==> src/design/dwqs_pkg.sv <==
`timescale 1ns / 1ps
`default_nettype none
package dwqs_pkg;

   localparam int CAPACITY_DEFAULT = 4096;

   localparam int ACTION_W   = 2;
   localparam int VERTEX_W   = 12;
   localparam int STATUS_W   = 3;
   localparam int COUNT_W    = 13;
   localparam int CSR_IDX_W  = 2;
   localparam int CSR_DATA_W = 13;

   localparam logic [COUNT_W-1:0] VERTEX_COUNT_RESET = 13'd4096;

   localparam logic [ACTION_W-1:0] ACT_INIT  = 2'd0;
   localparam logic [ACTION_W-1:0] ACT_OFFER = 2'd1;
   localparam logic [ACTION_W-1:0] ACT_TAKE  = 2'd2;

   localparam logic [STATUS_W-1:0] STAT_OK     = 3'd0;
   localparam logic [STATUS_W-1:0] STAT_EMPTY  = 3'd1;
   localparam logic [STATUS_W-1:0] STAT_REJECT = 3'd2;
   localparam logic [STATUS_W-1:0] STAT_RANGE  = 3'd3;
   localparam logic [STATUS_W-1:0] STAT_INIT   = 3'd4;

   localparam logic [CSR_IDX_W-1:0] CSR_VERTEX_COUNT   = 2'd0;
   localparam logic [CSR_IDX_W-1:0] CSR_STACK_MODE     = 2'd1;
   localparam logic [CSR_IDX_W-1:0] CSR_BACKWARD_ORDER = 2'd2;

   typedef struct packed {
      logic [ACTION_W-1:0] action;
      logic [VERTEX_W-1:0] vertex;
      logic                vertex_is_top;
   } req_type;

   typedef struct packed {
      logic [VERTEX_W-1:0] result_vertex;
      logic [STATUS_W-1:0] status;
      logic [COUNT_W-1:0]  queue_count;
   } rsp_type;

   typedef struct packed {
      logic active;
      logic last;
      logic mark;
   } fill_ctl_type;

   typedef enum logic [1:0] {
      ST_IDLE,
      ST_FILL,
      ST_EXEC
   } state_type;

endpackage
`default_nettype wire

==> src/design/dwqs_fill.sv <==
`timescale 1ns / 1ps
`default_nettype none
module dwqs_fill
   import dwqs_pkg::*;
#(
   parameter int CAPACITY = CAPACITY_DEFAULT
) (
   input  wire logic                         clock,
   input  wire logic                         reset,
   input  wire logic                         start,
   input  wire logic [$clog2(CAPACITY+1)-1:0] fill_count,
   input  wire logic                         backward,
   output fill_ctl_type                      ctl,
   output logic [$clog2(CAPACITY)-1:0]       addr,
   output logic [$clog2(CAPACITY)-1:0]       value
);

   localparam int IDX_W = $clog2(CAPACITY);
   localparam int CNT_W = $clog2(CAPACITY + 1);
   localparam logic [IDX_W-1:0] IDX_MAX = IDX_W'(CAPACITY - 1);

   logic [IDX_W-1:0] idx_ff;
   logic [IDX_W-1:0] idx_in;
   logic             active_ff;
   logic             active_in;
   logic [CNT_W-1:0] idx_ext;
   logic [CNT_W-1:0] down_value;

   assign idx_ext    = CNT_W'(idx_ff);
   assign down_value = fill_count - CNT_W'(1) - idx_ext;

   always_comb begin
      ctl.active = active_ff;
      ctl.last   = active_ff && (idx_ff == IDX_MAX);
      ctl.mark   = idx_ext < fill_count;
      addr       = idx_ff;
      value      = backward ? IDX_W'(down_value) : idx_ff;
   end

   always_comb begin
      idx_in    = idx_ff;
      active_in = active_ff;
      if (start) begin
         idx_in    = '0;
         active_in = 1'b1;
      end else if (active_ff) begin
         idx_in = idx_ff + IDX_W'(1);
         if (idx_ff == IDX_MAX) begin
            active_in = 1'b0;
         end
      end
   end

   always_ff @(posedge clock) begin
      if (reset) begin
         active_ff <= 1'b0;
         idx_ff    <= '0;
      end else begin
         active_ff <= active_in;
         idx_ff    <= idx_in;
      end
   end

endmodule
`default_nettype wire

==> config.mk <==
export PLATFORM = sky130hd
export DESIGN_NAME = dwqs_fill
export DESIGN_NICKNAME = d
export VERILOG_FILES = /design/src/design/dwqs_pkg.sv /design/src/design/dwqs_fill.sv
export SDC_FILE = /design/constraint.sdc
export NUM_CORES = 1
export LEC_CHECK = 0
export BUFFER_PORTS_ARGS = -buffer_cell sky130_fd_sc_hd__buf_2
export CAP_MARGIN = 20
export CELL_PAD_IN_SITES_DETAIL_PLACEMENT = 2
export CELL_PAD_IN_SITES_GLOBAL_PLACEMENT = 2
export CORE_UTILIZATION = 30
export CTS_CLUSTER_SIZE = 20
export DETAILED_ROUTE_END_ITERATION = 8
export GPL_TIMING_DRIVEN = 0
export MAX_ROUTING_LAYER = met4
export PLACE_DENSITY_LB_ADDON = 0.1
export SYNTH_ARGS = -nofsm -noshare
export SYNTH_HDL_FRONTEND = slang
export SYNTH_SLANG_ARGS = --single-unit
==> constraint.sdc <==
create_clock -name clock -period 4.5 [get_ports clock]
set_clock_uncertainty 0.15 [all_clocks]
set_input_delay 0.225 -clock clock [delete_from_list [all_inputs] [get_ports clock]]
set_output_delay 0.225 -clock clock [all_outputs]
set_load 0.02 [all_outputs]
==> results.toml <==
[die]
design.core.area_um2 = 4474
dieArea_um2 = 5035
top_level_ports = 44
rows = 24
die_h_um = 70.96
fp.dieW_um = 70.96
start_util = 0.3188

[critical_path]
slowest_delay_ns = 0.45
cpLargestDelayFamily = "compound AO/OA/AOI/OAI gates"
arrival_ns = 2.82
cp-end-kind = "primary output"
critPathKind = "flop to primary output"
required_ns = 4.12
start_kind = "flop"
crit_slowest_cell = "fa_1"
cp_max_fo = 5
path_cells = "inv_1 > ha_1 > fa_1 > a211oi_1 > o21ai_1 > a31oi_1 > xor2_1 > mux2i_1 > buf_2"
cp_num_buf_inv = 2

[placement]
io_buffers = 42
place_hpwl_mm = 4.037
place_congestion = 0.7905

[cells_and_area]
seqCellArea_um2 = 260.3
fin_nets = 278
utilization = 0.3904
num_antenna_cells = 0
layout_common_cells = "42 x buf_2, 26 x inv_1, 23 x ha_1, 20 x nor2_1, 16 x a21oi_1"
area_delta_synth_final_pct = 22.46
num-fill-cells = 534
drive_gt1_frac = 0.2076
final_common_cell = "buf_2"
multiInputGateArea_um2 = 1050

[sta]
report.final.setup_viol = 0
worst_pin_slew_ns = 0.7135
fmax_mhz = 312.8
hold_viol_final = 0
setup-tns-final_ns = 0
rsz0062_at_grt = "no"
finalCriticalPeriod_ns = 3.197
slew_viol_final = 0
relSlewSlack = 0.5207
period_share = 0.7105

[power_and_ir_drop]
swShare = 0.3191
p_seq_frac = 0.370
pwr_density_cell_nw_per_um2 = 182.9
combPwrFrac = 0.307
p_leak_nw = 0.8767
p_switching_mw = 0.1020
internal_power_mw = 0.2176
irDropWorstVdd_v = 0.0001642
pwr-share-clk = 0.323

[route]
wl_per_cell_um = 15.96
drtPass1Iterations = 6
postRouteAntennaNets = 0
wl_mm = 4.596
vias = 1493
via_per_inst = 5.184
drt-initial-drc-count = 51
drt_drc_violations_left = 0

[global_routing]
busiest_layer = "met2"
grtUsageTotal = 0.2001
grt_util_met3 = 0.01425
antenna_found_initial = 0
use_met1 = 0.2346
grt_max_degree = 11
overflow = 0
grt_pass1_wl_mm = 7.810
met2_usage = 0.3803
grt_pass1_vias = 1652

[clocking]
htree_levels = 1
clock-sinks = 13
cts_tree = "done"
post_cts_buffers = 0
insertion_delay_ns = 0.24
cts_buffers = 3
root_buffer = "clkbuf_8"
cts.reportedPaths.clkPinSlew_ns = 0.06
cts_resized = 0
cts_buffer_depth = 2
cts_hold_buf = 0

[logic_synthesis]
synthesis.nets = 231
synth_top_area_share = 0.2018
netlist_area_um2 = 1426
syn_inst = 190
synth_area_leaders = "ha_1 20%, dfxtp_1 18%, xnor2_1 8.0%, inv_1 6.8%, a21oi_1 5.6%"
synth.distinct_cells = 35
yosysTopAreaCell = "ha_1"
avgSynthCellArea_um2 = 7.507
synth-seq-area-share = 0.1825
ys_seq_elements = 13
ys_warn_count = 0

[status]
outcome = "finished clean"

[min_path]
hold_class = "input port to flop"

[run]
maxCapViolCount = 0
[worst paths after layout]
kind,start,to,slack (ns),cells after the start
worst min-delay path,reset,active_ff,0.005,2
worst max register to register,addr[2],addr[5],2.61,5
worst max-delay path,addr[0],value[8],1.30,9
worst min register to register,addr[0],addr[0],0.43,2
[kinds of logic (layout without fill, tap and decap cells)]
family          Yosys count  after routing  share of synthesized area
simple gates             54             54                     0.1746
compound gates           48             48                     0.2123
buf+inv                  30             76                    0.08158
fa+ha+maj                24             24                     0.2158
xor+xnor                 16             16                    0.09825
flops                    13             13                     0.1825
mux                       5              5                    0.03509
[per-stage QoR]
| stage | cell area, µm² | std cells | setup WS (ns) | total power [mW] | hold WS (ns) |
|---|---|---|---|---|---|
| 2_1_floorplan | 1426 | 190 | 1.707 | 0.1861 | 0.1474 |
| 3_3_place_gp | 1702 | 284 | 1.684 | 0.2145 | 0.2428 |
| 3_5_place_dp | 1702 | 284 | 1.586 | 0.2199 | 0.2601 |
| 4_1_cts | 1747 | 288 | 1.286 | 0.3252 | 0.004841 |
| 5_1_grt | 1747 | 288 | 1.064 | 0.3411 | 0.01075 |
| 6_report | 1747 | 288 | 1.303 | 0.3196 | 0.004911 |
[state kept, by name, summed over array words and instances, names as in the netlist]
| register | count |
|---|---|
| active_ff | 1 |
| addr | 12 |
[layout make-up]
class                           count  area share
Buffer                              4     0.01074
Clock buffer                        4     0.02579
Inverter                           26     0.05587
Multi-Input combinational cell    147      0.6010
Sequential cell                    13      0.1490
Tap cell                           52     0.03725
Timing Repair Buffer               42      0.1203
[routing by layer]
layer | vias to the layer above | routed length (µm)
li1 | 734 | -
met5 | - | 0
met2 | 25 | 2478
met4 | 0 | 17
met1 | 732 | 1997
met3 | 2 | 103
[power by group through the flow]
stage	Clock (mW)	Combinational, mW	Sequential (mW)
6_report	0.103	0.0980	0.118
3_3_place_gp	0	0.0938	0.121
5_1_grt	0.113	0.109	0.119
4_1_cts	0.107	0.0995	0.118
2_1_floorplan	0	0.0650	0.121
3_5_place_dp	0	0.0990	0.121
[synthesized netlist by cell type]
library cell  number
ha_1              23
and2_1             1
mux2i_1            5
a21boi_0           1
a211oi_1           2
a211o_1            1
a31oi_1            1
xor2_1             3
fa_1               1
a21oi_1           16
clkbuf_1           3
nor2_1            20
nor3_1             2
nand4_1            3
and3b_1            1
xnor2_1           13
o211ai_1           2
buf_4              1
dfxtp_1           13
and3_1             6
o22ai_1            1
o21a_1             2
inv_1             26
o31ai_2            1
o21bai_1           2
a21o_1             4
o21ai_0           10
o31ai_1            2
nand2_1           14
a211oi_2           1
and4_1             1
a22o_1             1
or2_2              1
o21ai_1            1
nand3_1            5
(Power assumes the default switching activity.)
